--- src/rtl/kdlp_pkg.sv ---
// ----------------------------------------------------------------------------
// kdlp_pkg
// Shared types and constants for the four-key debounce and long-press block.
// ----------------------------------------------------------------------------
package kdlp_pkg;

    localparam int NKEYS = 4;
    localparam int HOLD_W = 16;
    localparam int DEB_W = 2;
    localparam int EVT_W = 3;
    localparam int CFG_IDX_W = 1;
    localparam int CFG_DATA_W = 16;

    localparam logic [HOLD_W-1:0] HOLD_MAX = 16'hFFFF;
    localparam logic [HOLD_W-1:0] LONG_TICKS_RST = 16'd200;
    localparam logic [DEB_W-1:0] DEB_TICKS_RST = 2'd2;

    // the two combo keys
    localparam int KEY_A = 0;
    localparam int KEY_B = 3;

    typedef enum logic [CFG_IDX_W-1:0] {
        CFG_LONG_TICKS = 1'b0,
        CFG_DEB_TICKS  = 1'b1
    } t_cfg_idx;

    typedef enum logic [EVT_W-1:0] {
        EV_NONE       = 3'd0,
        EV_K1_SHORT   = 3'd1,
        EV_K2_SHORT   = 3'd2,
        EV_K3_SHORT   = 3'd3,
        EV_K4_SHORT   = 3'd4,
        EV_K1_LONG    = 3'd5,
        EV_COMBO_LONG = 3'd6
    } t_event;

    // per-key status for one tick, seen by the event logic
    typedef struct packed {
        logic              accept;      // stable level changed this tick
        logic              release_ev;  // stable level went to released
        logic              stable_prev;
        logic              stable;
        logic [HOLD_W-1:0] held;
        logic              long_prev;
        logic              long_cur;    // long flag after a level change cleared it
    } t_key_stat;

endpackage

--- src/rtl/kdlp_if.sv ---
// ----------------------------------------------------------------------------
// kdlp channel interfaces
// Scan tick request channel and event result channel, valid/ready.
// ----------------------------------------------------------------------------
interface kdlp_in_if;
    logic       valid;
    logic       ready;
    logic [3:0] raw_keys;
    logic       event_taken;

    modport source (output valid, output raw_keys, output event_taken, input ready);
    modport sink   (input valid, input raw_keys, input event_taken, output ready);
endinterface

interface kdlp_out_if;
    logic       valid;
    logic       ready;
    logic [2:0] pending_event;
    logic       event_posted;

    modport source (output valid, output pending_event, output event_posted, input ready);
    modport sink   (input valid, input pending_event, input event_posted, output ready);
endinterface

--- src/rtl/kdlp_key_deb.sv ---
// ----------------------------------------------------------------------------
// kdlp_key_deb
// Debounce, stable level and hold counter for one key.
// ----------------------------------------------------------------------------
module kdlp_key_deb (
    input  logic                      i_clk,
    input  logic                      i_rst_n,
    input  logic                      i_en,
    input  logic                      i_lvl,
    input  logic [kdlp_pkg::DEB_W-1:0] i_deb_ticks,
    input  logic                      i_set_long,
    output kdlp_pkg::t_key_stat       o_stat
);
    import kdlp_pkg::*;

    logic              r_last;
    logic              r_stable;
    logic [DEB_W-1:0]  r_settle;
    logic [HOLD_W-1:0] r_held;
    logic              r_long;

    logic              n_stable;
    logic [DEB_W-1:0]  n_settle;
    logic [HOLD_W-1:0] n_held;
    logic              n_long;
    logic              accept;
    logic [HOLD_W-1:0] held_base;

    always_comb begin
        if (i_lvl == r_last) begin
            n_settle = (r_settle < i_deb_ticks) ? r_settle + DEB_W'(1) : r_settle;
        end else begin
            n_settle = '0;
        end
        accept    = (n_settle >= i_deb_ticks) && (i_lvl != r_stable);
        n_stable  = accept ? i_lvl : r_stable;
        held_base = accept ? '0 : r_held;
        n_held    = (!n_stable && held_base < HOLD_MAX) ? held_base + HOLD_W'(1) : held_base;
        n_long    = i_set_long ? 1'b1 : (accept ? 1'b0 : r_long);

        o_stat.accept      = accept;
        o_stat.release_ev  = accept && i_lvl;
        o_stat.stable_prev = r_stable;
        o_stat.stable      = n_stable;
        o_stat.held        = n_held;
        o_stat.long_prev   = r_long;
        o_stat.long_cur    = accept ? 1'b0 : r_long;
    end

    always_ff @(posedge i_clk) begin
        if (!i_rst_n) begin
            r_last   <= 1'b1;
            r_stable <= 1'b1;
            r_settle <= '0;
            r_held   <= '0;
            r_long   <= 1'b0;
        end else if (i_en) begin
            r_last   <= i_lvl;
            r_stable <= n_stable;
            r_settle <= n_settle;
            r_held   <= n_held;
            r_long   <= n_long;
        end
    end

endmodule

--- src/rtl/kdlp_event.sv ---
// ----------------------------------------------------------------------------
// kdlp_event
// Short, long and combo event decisions and the one-slot mailbox.
// ----------------------------------------------------------------------------
module kdlp_event (
    input  logic                         i_clk,
    input  logic                         i_rst_n,
    input  logic                         i_en,
    input  logic                         i_taken,
    input  logic [kdlp_pkg::HOLD_W-1:0]  i_long_ticks,
    input  kdlp_pkg::t_key_stat          i_stat [kdlp_pkg::NKEYS],
    output logic [kdlp_pkg::NKEYS-1:0]   o_set_long,
    output logic [kdlp_pkg::EVT_W-1:0]   o_pending,
    output logic                         o_posted
);
    import kdlp_pkg::*;

    logic   r_combo;
    t_event r_mbox;

    logic   n_combo;
    t_event n_mbox;
    t_event mbox_in;
    t_event req;
    logic   combo_run;
    logic   stable_b;
    logic   long_a;
    logic   long_b;
    logic   empty;

    always_comb begin
        mbox_in    = i_taken ? EV_NONE : r_mbox;
        empty      = (mbox_in == EV_NONE);
        req        = EV_NONE;
        combo_run  = r_combo;
        stable_b   = 1'b0;
        o_set_long = '0;

        // scan order matters: the first request wins, combo clears mid-scan
        for (int k = 0; k < NKEYS; k++) begin
            if (i_stat[k].release_ev) begin
                if (!i_stat[k].long_prev && !combo_run && req == EV_NONE) begin
                    req = t_event'(EVT_W'(EV_K1_SHORT) + EVT_W'(k));
                end
                stable_b = (k == KEY_B) ? i_stat[KEY_B].stable : i_stat[KEY_B].stable_prev;
                if (i_stat[KEY_A].stable && stable_b) begin
                    combo_run = 1'b0;
                end
            end
        end

        long_a  = i_stat[KEY_A].held >= i_long_ticks;
        long_b  = i_stat[KEY_B].held >= i_long_ticks;
        n_combo = combo_run;
        if (!i_stat[KEY_A].stable && !i_stat[KEY_B].stable) begin
            if (!combo_run && long_a && long_b) begin
                n_combo            = 1'b1;
                o_set_long[KEY_A] = 1'b1;
                o_set_long[KEY_B] = 1'b1;
                if (req == EV_NONE) begin
                    req = EV_COMBO_LONG;
                end
            end
        end else if (!i_stat[KEY_A].stable && !i_stat[KEY_A].long_cur && long_a) begin
            o_set_long[KEY_A] = 1'b1;
            if (req == EV_NONE) begin
                req = EV_K1_LONG;
            end
        end

        n_mbox    = (empty && req != EV_NONE) ? req : mbox_in;
        o_pending = n_mbox;
        o_posted  = empty && (n_mbox != EV_NONE);
    end

    always_ff @(posedge i_clk) begin
        if (!i_rst_n) begin
            r_combo <= 1'b0;
            r_mbox  <= EV_NONE;
        end else if (i_en) begin
            r_combo <= n_combo;
            r_mbox  <= n_mbox;
        end
    end

endmodule

--- src/rtl/key_debounce_long_press_detector.sv ---
// ----------------------------------------------------------------------------
// key_debounce_long_press_detector
// Four active-low keys are debounced each scan tick request; short, key-1 long
// and key-1+key-4 combo long events go into a one-slot mailbox that the
// consumer empties with event_taken. Every request gives exactly one result:
// the mailbox content after the tick and whether an event was posted. The
// block takes one request per clock unless a result waits untaken; a request
// is held in the input register and its result is loaded into the result
// register when it advances. All key state is updated in that single pass,
// and a waiting result blocks the next request while the result register
// is full and the consumer has not taken it.
// Registers long_press_ticks (index 0) and debounce_ticks (index 1) must be
// written only while the block is idle.
// ----------------------------------------------------------------------------
module key_debounce_long_press_detector (
    input  logic                             i_clk,
    input  logic                             i_rst_n,
    kdlp_in_if.sink                          i_key,
    kdlp_out_if.source                       o_evt,
    input  logic                             i_cfg_we,
    input  logic [kdlp_pkg::CFG_IDX_W-1:0]   i_cfg_idx,
    input  logic [kdlp_pkg::CFG_DATA_W-1:0]  i_cfg_data
);
    import kdlp_pkg::*;

    logic [HOLD_W-1:0] r_long_thr;
    logic [DEB_W-1:0]  r_deb_ticks;

    logic              r_in_valid;
    logic [NKEYS-1:0]  r_raw;
    logic              r_taken;

    logic              r_out_valid;
    logic [EVT_W-1:0]  r_pending;
    logic              r_posted;

    logic              advance;
    t_key_stat         stat [NKEYS];
    logic [NKEYS-1:0]  set_long;
    logic [EVT_W-1:0]  n_pending;
    logic              n_posted;

    assign advance     = r_in_valid && (!r_out_valid || o_evt.ready);
    assign i_key.ready = !r_in_valid || advance;

    assign o_evt.valid         = r_out_valid;
    assign o_evt.pending_event = r_pending;
    assign o_evt.event_posted  = r_posted;

    // configuration registers
    always_ff @(posedge i_clk) begin
        if (!i_rst_n) begin
            r_long_thr  <= LONG_TICKS_RST;
            r_deb_ticks <= DEB_TICKS_RST;
        end else if (i_cfg_we) begin
            case (t_cfg_idx'(i_cfg_idx))
                CFG_LONG_TICKS: r_long_thr  <= i_cfg_data[HOLD_W-1:0];
                CFG_DEB_TICKS:  r_deb_ticks <= i_cfg_data[DEB_W-1:0];
                default: ;
            endcase
        end
    end

    // input register
    always_ff @(posedge i_clk) begin
        if (!i_rst_n) begin
            r_in_valid <= 1'b0;
        end else if (i_key.ready) begin
            r_in_valid <= i_key.valid;
        end
    end

    always_ff @(posedge i_clk) begin
        if (i_key.valid && i_key.ready) begin
            r_raw   <= i_key.raw_keys;
            r_taken <= i_key.event_taken;
        end
    end

    for (genvar k = 0; k < NKEYS; k++) begin : g_key
        kdlp_key_deb u_key (
            .i_clk       (i_clk),
            .i_rst_n     (i_rst_n),
            .i_en        (advance),
            .i_lvl       (r_raw[k]),
            .i_deb_ticks (r_deb_ticks),
            .i_set_long  (set_long[k]),
            .o_stat      (stat[k])
        );
    end

    kdlp_event u_event (
        .i_clk        (i_clk),
        .i_rst_n      (i_rst_n),
        .i_en         (advance),
        .i_taken      (r_taken),
        .i_long_ticks (r_long_thr),
        .i_stat       (stat),
        .o_set_long   (set_long),
        .o_pending    (n_pending),
        .o_posted     (n_posted)
    );

    // result register
    always_ff @(posedge i_clk) begin
        if (!i_rst_n) begin
            r_out_valid <= 1'b0;
        end else if (advance) begin
            r_out_valid <= 1'b1;
        end else if (o_evt.ready) begin
            r_out_valid <= 1'b0;
        end
    end

    always_ff @(posedge i_clk) begin
        if (advance) begin
            r_pending <= n_pending;
            r_posted  <= n_posted;
        end
    end

endmodule

--- src/flat_wrapper.sv ---
// flat-port wrapper written by rule: the top's interface ports become plain ports
module key_debounce_long_press_detector_flat import kdlp_pkg::*;
  (i_clk, i_rst_n, i_cfg_we, i_cfg_idx, i_cfg_data, i_key_valid, i_key_raw_keys, i_key_event_taken, i_key_ready, o_evt_valid, o_evt_pending_event, o_evt_event_posted, o_evt_ready);
  kdlp_in_if i_key_i ();
  kdlp_out_if o_evt_i ();
  input  logic i_clk;
  input  logic i_rst_n;
  input  logic i_cfg_we;
  input  logic [kdlp_pkg::CFG_IDX_W-1:0] i_cfg_idx;
  input  logic [kdlp_pkg::CFG_DATA_W-1:0] i_cfg_data;
  input wire logic [$bits(i_key_i.valid)-1:0] i_key_valid;
  input wire logic [$bits(i_key_i.raw_keys)-1:0] i_key_raw_keys;
  input wire logic [$bits(i_key_i.event_taken)-1:0] i_key_event_taken;
  output wire logic [$bits(i_key_i.ready)-1:0] i_key_ready;
  output wire logic [$bits(o_evt_i.valid)-1:0] o_evt_valid;
  output wire logic [$bits(o_evt_i.pending_event)-1:0] o_evt_pending_event;
  output wire logic [$bits(o_evt_i.event_posted)-1:0] o_evt_event_posted;
  input wire logic [$bits(o_evt_i.ready)-1:0] o_evt_ready;
  assign i_key_i.valid = i_key_valid;
  assign i_key_i.raw_keys = i_key_raw_keys;
  assign i_key_i.event_taken = i_key_event_taken;
  assign i_key_ready = i_key_i.ready;
  assign o_evt_valid = o_evt_i.valid;
  assign o_evt_pending_event = o_evt_i.pending_event;
  assign o_evt_event_posted = o_evt_i.event_posted;
  assign o_evt_i.ready = o_evt_ready;
  key_debounce_long_press_detector u_core (.i_clk(i_clk), .i_rst_n(i_rst_n), .i_key(i_key_i), .o_evt(o_evt_i), .i_cfg_we(i_cfg_we), .i_cfg_idx(i_cfg_idx), .i_cfg_data(i_cfg_data));
endmodule
--- config.mk ---
export PLATFORM = sky130hd
export DESIGN_NAME = key_debounce_long_press_detector_flat
export DESIGN_NICKNAME = d
export VERILOG_FILES = /design/src/rtl/kdlp_pkg.sv /design/src/rtl/kdlp_if.sv /design/src/rtl/kdlp_key_deb.sv /design/src/rtl/kdlp_event.sv /design/src/rtl/key_debounce_long_press_detector.sv /design/src/flat_wrapper.sv
export SDC_FILE = /design/constraint.sdc
export NUM_CORES = 1
export LEC_CHECK = 0
export BUFFER_PORTS_ARGS = -buffer_cell sky130_fd_sc_hd__buf_2
export CAP_MARGIN = 40
export CORE_UTILIZATION = 51
export CTS_BUF_LIST = sky130_fd_sc_hd__clkbuf_8
export DETAILED_ROUTE_END_ITERATION = 7
export GPL_ROUTABILITY_DRIVEN = 0
export GPL_TIMING_DRIVEN = 0
export PLACE_DENSITY = 0.69
export SKIP_LAST_GASP = 1
export SYNTH_ARGS = -nofsm -noshare
export SYNTH_HDL_FRONTEND = slang
export SYNTH_SLANG_ARGS = --single-unit
--- constraint.sdc ---
create_clock -name i_clk -period 14.5 [get_ports i_clk]
set_input_delay 2.175 -clock i_clk [delete_from_list [all_inputs] [get_ports i_clk]]
set_output_delay 2.175 -clock i_clk [all_outputs]
set_load 0.02 [all_outputs]
---- Word-level counts from Yosys, hierarchy flattened ----
Index checks and enable logic that the tools add are counted.
storage, ports and cells
  word-level logic and storage cells ...... 156
  flip-flop bits (word level) ............. 83
  output and inout bits ................... 6
  input bits .............................. 27
operators by class
  bitwise logic cells ..................... 1
  add/sub/neg operators ................... 6
  reductions and logical operators ........ 54
  equal/unequal tests ..................... 8
  mux-type cells .......................... 49
  $lt $le $gt $ge ......................... 12
operator list
  cell                                                             count
  16-bit two-way mux                                               4
  3-bit two-way mux                                                14
  16-bit by 1-bit adder with 16-bit output, second input constant  2
  16-bit greater-or-equal comparator                               2
  16-bit less-than comparator, second input constant               2
  1-bit logical AND                                                26
  1-bit two-way mux                                                23
  2-bit two-way mux                                                8
  3-bit zero test                                                  5
  1-bit zero test                                                  12
  2-bit AND reduction                                              5
  2-bit by 1-bit adder with 2-bit output, second input constant    4
  2-bit greater-or-equal comparator                                4
  2-bit less-than comparator                                       4
  3-bit nonzero test                                               2
  1-bit == test                                                    4
  1-bit != test                                                    4
  2-bit nonzero test                                               2
  1-bit logical OR                                                 2
  1-bit inverter                                                   1

---- Logic depth before layout (Yosys ltp) ----
  depth after elaboration ................. 30
  gate-level depth with buffers ........... 28
  gate-level depth less buffers ........... 26

---- Hierarchy ----
From an unflattened synthesis, not the netlist that was laid out.
unflattened totals
  cell total of the unflattened synthesis .. 1211
  area, all modules ....................... 9779.4 µm²
modules (own cells, without submodules)
  module                            area each (µm²)  sequential area each (µm²)  cells each  times used
  kdlp_key_deb                      1859.3           420.4                       240         4
  kdlp_event                        1241.2           80.1                        154         1
  key_debounce_long_press_detector  1101.1           670.6                       97          1

---- Worst setup path after synthesis ----
OpenSTA, ideal clock, no wires.
  kind .................................... reg2reg
  from .................................... reg u_core.r_deb_ticks[1]
  to ...................................... reg u_core.r_pending[2] (netlist: u_core.o_evt.pending_event[2]), data pin
  setup slack ............................. 8.660 ns
  period minus slack after synthesis ...... 5.840 ns
  cell stages (with the launch flop) ...... 28
  data required time ...................... 14.229 ns
  setup time .............................. 0.271 ns
  buffers on the path ..................... 3
  data arrival time ....................... 5.569 ns
  cells stage by stage .................... dfxtp_1 -> inv_1 -> ha_1 -> a211o_1 -> a21o_1 -> ha_1 -> nand2b_4 -> a21o_4 -> and2_2 -> buf_2 -> buf_2 -> nor2_1 -> ha_1 -> and4_1 -> nand4_2 -> a2111oi_4 -> nor2b_2 -> buf_6 -> and3_4 -> xnor2_1 -> nor2_1 -> ha_1 -> a211oi_1 -> nor2_1 -> nor4_1 -> a221oi_2 -> o31ai_1 -> o32ai_1
between the ends
  elaborated cells between the ends (all ways) .. 84
  classes of those cells .................. add/sub (2); order compare (12); mux (36); reduce/logical (34)
RTL lines
  what                                                            RTL line                                 source
  from (decl)                                                     key_debounce_long_press_detector.sv:27   logic [DEB_W-1:0] r_deb_ticks;
  from (signal assigned)                                          key_debounce_long_press_detector.sv:58   CFG_DEB_TICKS: r_deb_ticks <= i_cfg_data[DEB_W-1:0];
  2-bit less-than comparator                                      kdlp_key_deb.sv:31                       n_settle = (r_settle < i_deb_ticks) ? r_settle + DEB_W'(1) : r_settle;
  2-bit two-way mux                                               kdlp_key_deb.sv:31
  2-bit two-way mux                                               kdlp_key_deb.sv:30                       if (i_lvl == r_last) begin
  2-bit greater-or-equal comparator (*)                           kdlp_key_deb.sv:35                       accept = (n_settle >= i_deb_ticks) && (i_lvl != r_stable);
  1-bit logical AND (*)                                           kdlp_key_deb.sv:35
  16-bit two-way mux or 1-bit two-way mux (tied branches)         kdlp_key_deb.sv:37, kdlp_key_deb.sv:36
  16-bit less-than comparator or 1-bit zero test (tied branches)  kdlp_key_deb.sv:38                       n_held = (!n_stable && held_base < HOLD_MAX) ? held_base + HOLD_W'(1) : held_base;
  1-bit logical AND                                               kdlp_key_deb.sv:38
  (+1 left out)                                                   n/a
  net u_core.g_key[3].u_key.n_held[13]                            kdlp_key_deb.sv:24                       logic [HOLD_W-1:0] n_held;
  16-bit greater-or-equal comparator (*)                          kdlp_event.sv:53                         long_b = i_stat[KEY_B].held >= i_long_ticks;
  1-bit logical AND (*)                                           kdlp_event.sv:56                         if (!combo_run && long_a && long_b) begin
  3-bit two-way mux (*)                                           kdlp_event.sv:56
  3-bit two-way mux (*)                                           kdlp_event.sv:55                         if (!i_stat[KEY_A].stable && !i_stat[KEY_B].stable) begin
  3-bit nonzero test                                              kdlp_event.sv:71                         n_mbox = (empty && req != EV_NONE) ? req : mbox_in;
  1-bit logical AND                                               kdlp_event.sv:71
  3-bit two-way mux (*)                                           kdlp_event.sv:71
  net u_core.n_pending[2]                                         key_debounce_long_press_detector.sv:40   logic [EVT_W-1:0] n_pending;
  to (signal assigned)                                            key_debounce_long_press_detector.sv:117  r_pending <= n_pending;
  to (decl)                                                       key_debounce_long_press_detector.sv:34   logic [EVT_W-1:0] r_pending;
Mark *: on every way through the listed nets, which the timed path passes. The rest lies on a longest branch.
A chain may end at the register's enable or synchronous reset.

---- Final worst setup path ----
Same ends and word-level chain as after synthesis.

==> qor.txt <==
Commonest non-fill, non-tap cells in the layout -> 116 x nand2_1, 74 x dfxtp_1, 55 x nor2_1
Synth cell types -> 79
Hold path start -> u_core.r_long_thr[12]$_SDFFE_PN0P_
Max_cap viols -> 0
Final #Nets -> 861
Share of flip-flops with an asynchronous set or reset -> 0
Area growth from synthesis to final layout -> 8.699%
Dominant cell type by area after synthesis -> dfxtp_1
Antenna violations before repair -> 0
Syn_area_per_cell -> 7.915 sq um
LEAKAGE -> 2.500 nW
DRC -> 0
Setup TNS -> 0 ps
Routed Antenna Nets -> 0
Seq/Total Area, Yosys -> 0.2971
GRT Total Usage -> 0.2858
Clock skew -> 12.77 ps
Post-route clock period utilization -> 0.4898
Global-route wire length before repair -> 25.92 mm
Core region area -> 11,030 sq um
Max-slew violations -> 0
Critical path depth in cells -> 27
Mapped cell area -> 5897 sq um
CTS Buffer Depth -> 2
DR pass1 iterations -> 5
Root buf cell -> clkbuf_8
Die area -> 12,000 sq um
P per Cell Area -> 76.55 nW/um^2
Postcts setup bufs -> 0
Number of H-tree levels -> 3
HP Class -> reg2reg
Syn Inst Count -> 745
WP buf/inv -> 4
CTS tree -> done
WP data arrival -> 7210 ps
Via density per instance -> 6.047
Worst hold path depth -> 2
Layout cells sized above 1 -> 0.1148
CP Launch Point -> u_core.r_deb_ticks[1]$_SDFFE_PN1P_
RSZ-0062 raised after global routing -> no
Measured slew at the worst slew-check pin -> 847.0 ps
Crit path max fanout -> 10
DR iter-0 viols -> 537
Startpoint Class -> flop
Largest net degree at the start of global routing -> 15
Vias in the first global route -> 5,233
Clk_lat worst skew -> 380 ps
Fin crit period -> 7102 ps
Slowest Stage Delay on Critical Path -> 540 ps
FF+latch count, synth -> 83
Worst R2R End -> u_core.o_evt.pending_event[2]$_DFFE_PP_
Worst r2r path cells -> 27
Yosys warns -> 0
DR vias -> 5,642
Setup crit end kind -> flop
Chip Height -> 109.5 um
Worst r2r src -> u_core.r_deb_ticks[1]$_SDFFE_PN1P_
HPWL Detailed -> 12.05 mm
Starting density of the core -> 0.5346
Area share of the largest cell type after synthesis -> 0.2512
Worst slack at placement -> 7568 ps
Worst-path clk slew -> 90 ps
Port bufs -> 32
Total power -> 0.4907 mW
CTS buffer count -> 9
Syn nets -> 818
Hold Buf Count CTS -> 0
CP top delay family -> compound AO/OA/AOI/OAI gates
Top cells by area in the synthesized netlist -> dfxtp_1 25%, ha_1 9.8%, nand2_1 7.4%
Filler instances -> 1,049
Drt wl/cell -> 17.37 um
Total Routed Length -> 16.21 mm
N_diodes -> 0
Layout Utilization -> 0.5811
Synth Flop Type -> dfxtp_1
Rows -> 38
GRT Residual Overflow -> 0
Most common cell after layout, fill and taps aside -> nand2_1
Worst Path Required -> 14,610 ps
Crit Path Category -> reg2reg
FF-to-FF setup slack -> 7400 ps
CTS sink cnt -> 83
Worst path slowest cell -> nor4_1
Final setup fails -> 0
VDD IR-drop max -> 0.06908 mV
Status -> complete, no violations
Post-synth EDFFs -> 9
Die width -> 109.5 um
Max-slew headroom -> 0.4319
Cells after DPL -> 917
Gates resized, CTS repair -> 0
I/O pins -> 33
Fin. Hold Viols -> 0
FMAX -> 140.8 MHz
CP dominant cell by count -> ha_1
Final std cells w/o fill -> 933
Hold EP -> u_core.r_long_thr[12]$_SDFFE_PN0P_
Setup ws final -> 7398 ps
Yosys cell counts (all sizes together) (4+ instances only):
library cell  instances
nand3                43
nor3                  6
nand4                18
xnor2                11
nor2b                10
o21ai                47
and2                  8
o21a                  5
nand2b               10
nand2               116
buf                  19
nor4                  5
ha                   46
dfxtp                74
a21boi               32
a31oi                 8
o211ai               14
o22ai                 8
clkbuf               26
and3                  7
a21o                 10
o31ai                 4
nor2                 57
or3                  10
edfxtp                9
a21oi                40
xor2                 26
inv                  29
through the flow:
step,hold WS (ps),cell area [sq um]
global placement,453.0,6232
global route,490.1,6410
detailed placement,456.7,6232
CTS,468.9,6410
finish,465.3,6410
floorplan,437.1,5897
flip-flops by register name, indices dropped and copies added (netlist names), 2 cells and up:
| register | flops |
|---|---|
| u_core.u_event.r_mbox | 3 |
| u_core.g_key.u_key.r_stable | 4 |
| u_core.r_deb_ticks | 2 |
| u_core.r_raw | 4 |
| u_core.g_key.u_key.r_settle | 8 |
| u_core.g_key.u_key.r_long | 2 |
| u_core.g_key.u_key.r_last | 4 |
| u_core.r_long_thr | 16 |
| u_core.g_key.u_key.r_held | 32 |
| u_core.o_evt.pending_event | 3 |
where the power goes:
part | switching [mW] | internal (mW) | leakage [nW]
Clock | 0.0933 | 0.0669 | 0.0924
Sequential | 0.00493 | 0.239 | 0.689
Combinational | 0.0563 | 0.0303 | 1.72
worst max path at each step:
stage,endpoint,slack (ps)
after floorplan,u_core.o_evt.pending_event[2]$_DFFE_PP_,8660
after global placement,u_core.o_evt.pending_event[2]$_DFFE_PP_,7730
after detailed placement,u_core.o_evt.pending_event[2]$_DFFE_PP_,7570
after CTS,u_core.o_evt.pending_event[2]$_DFFE_PP_,7480
after global routing,u_core.o_evt.pending_event[2]$_DFFE_PP_,7000
final,u_core.o_evt.pending_event[2]$_DFFE_PP_,7400
logic make-up (layout without fill, tap and decap cells):
group           after synthesis  in the layout  synth area share
compound gates              194            194            0.2247
flops                        83             83            0.2971
simple gates                304            304            0.2548
xor+xnor                     37             37           0.05495
buf+inv                      75            123           0.05877
mux                           6              6           0.01209
fa+ha+maj                    46             46           0.09760
layer usage:
metal / up-vias / share of wire / global-route usage
met5: - / 0 / 0
li1: 2746 / - / -
met1: 2656 / 0.45 / 0.3787
met2: 202 / 0.47 / 0.4659
met3: 38 / 0.063 / 0.04683
met4: 0 / 0.023 / 0.1076
layout make-up:
class | instances | area [sq um] | share of cell area
repair buffers | 32 | 160.2 | 0.02499
flip-flops and latches | 83 | 1752 | 0.2733
plain buffers | 46 | 237.7 | 0.03709
well taps | 140 | 175.2 | 0.02733
clock inverters | 6 | 40.04 | 0.006246
multi-input cells | 587 | 3799 | 0.5926
inverters | 29 | 108.9 | 0.01698
clock buffers | 10 | 137.6 | 0.02147
worst reg2reg max path: stages, from the launching register on:
cell	delay, ps
dfxtp_1	330
inv_1	280
ha_1	330
a211o_1	300
a21o_1	190
ha_1	290
nand2b_4	140
a21o_4	260
and2_2	200
buf_2	190
buf_2	220
nor2_1	200
ha_1	330
and4_1	310
nand4_2	180
a2111oi_4	510
nor2b_2	90
buf_6	160
and3_4	190
xnor2_1	140
nor2_1	70
ha_1	330
a211oi_1	250
nor2_1	80
nor4_1	540
a221oi_2	210
o31ai_1	350
o32ai_1	170
(Power assumes the default switching activity.)
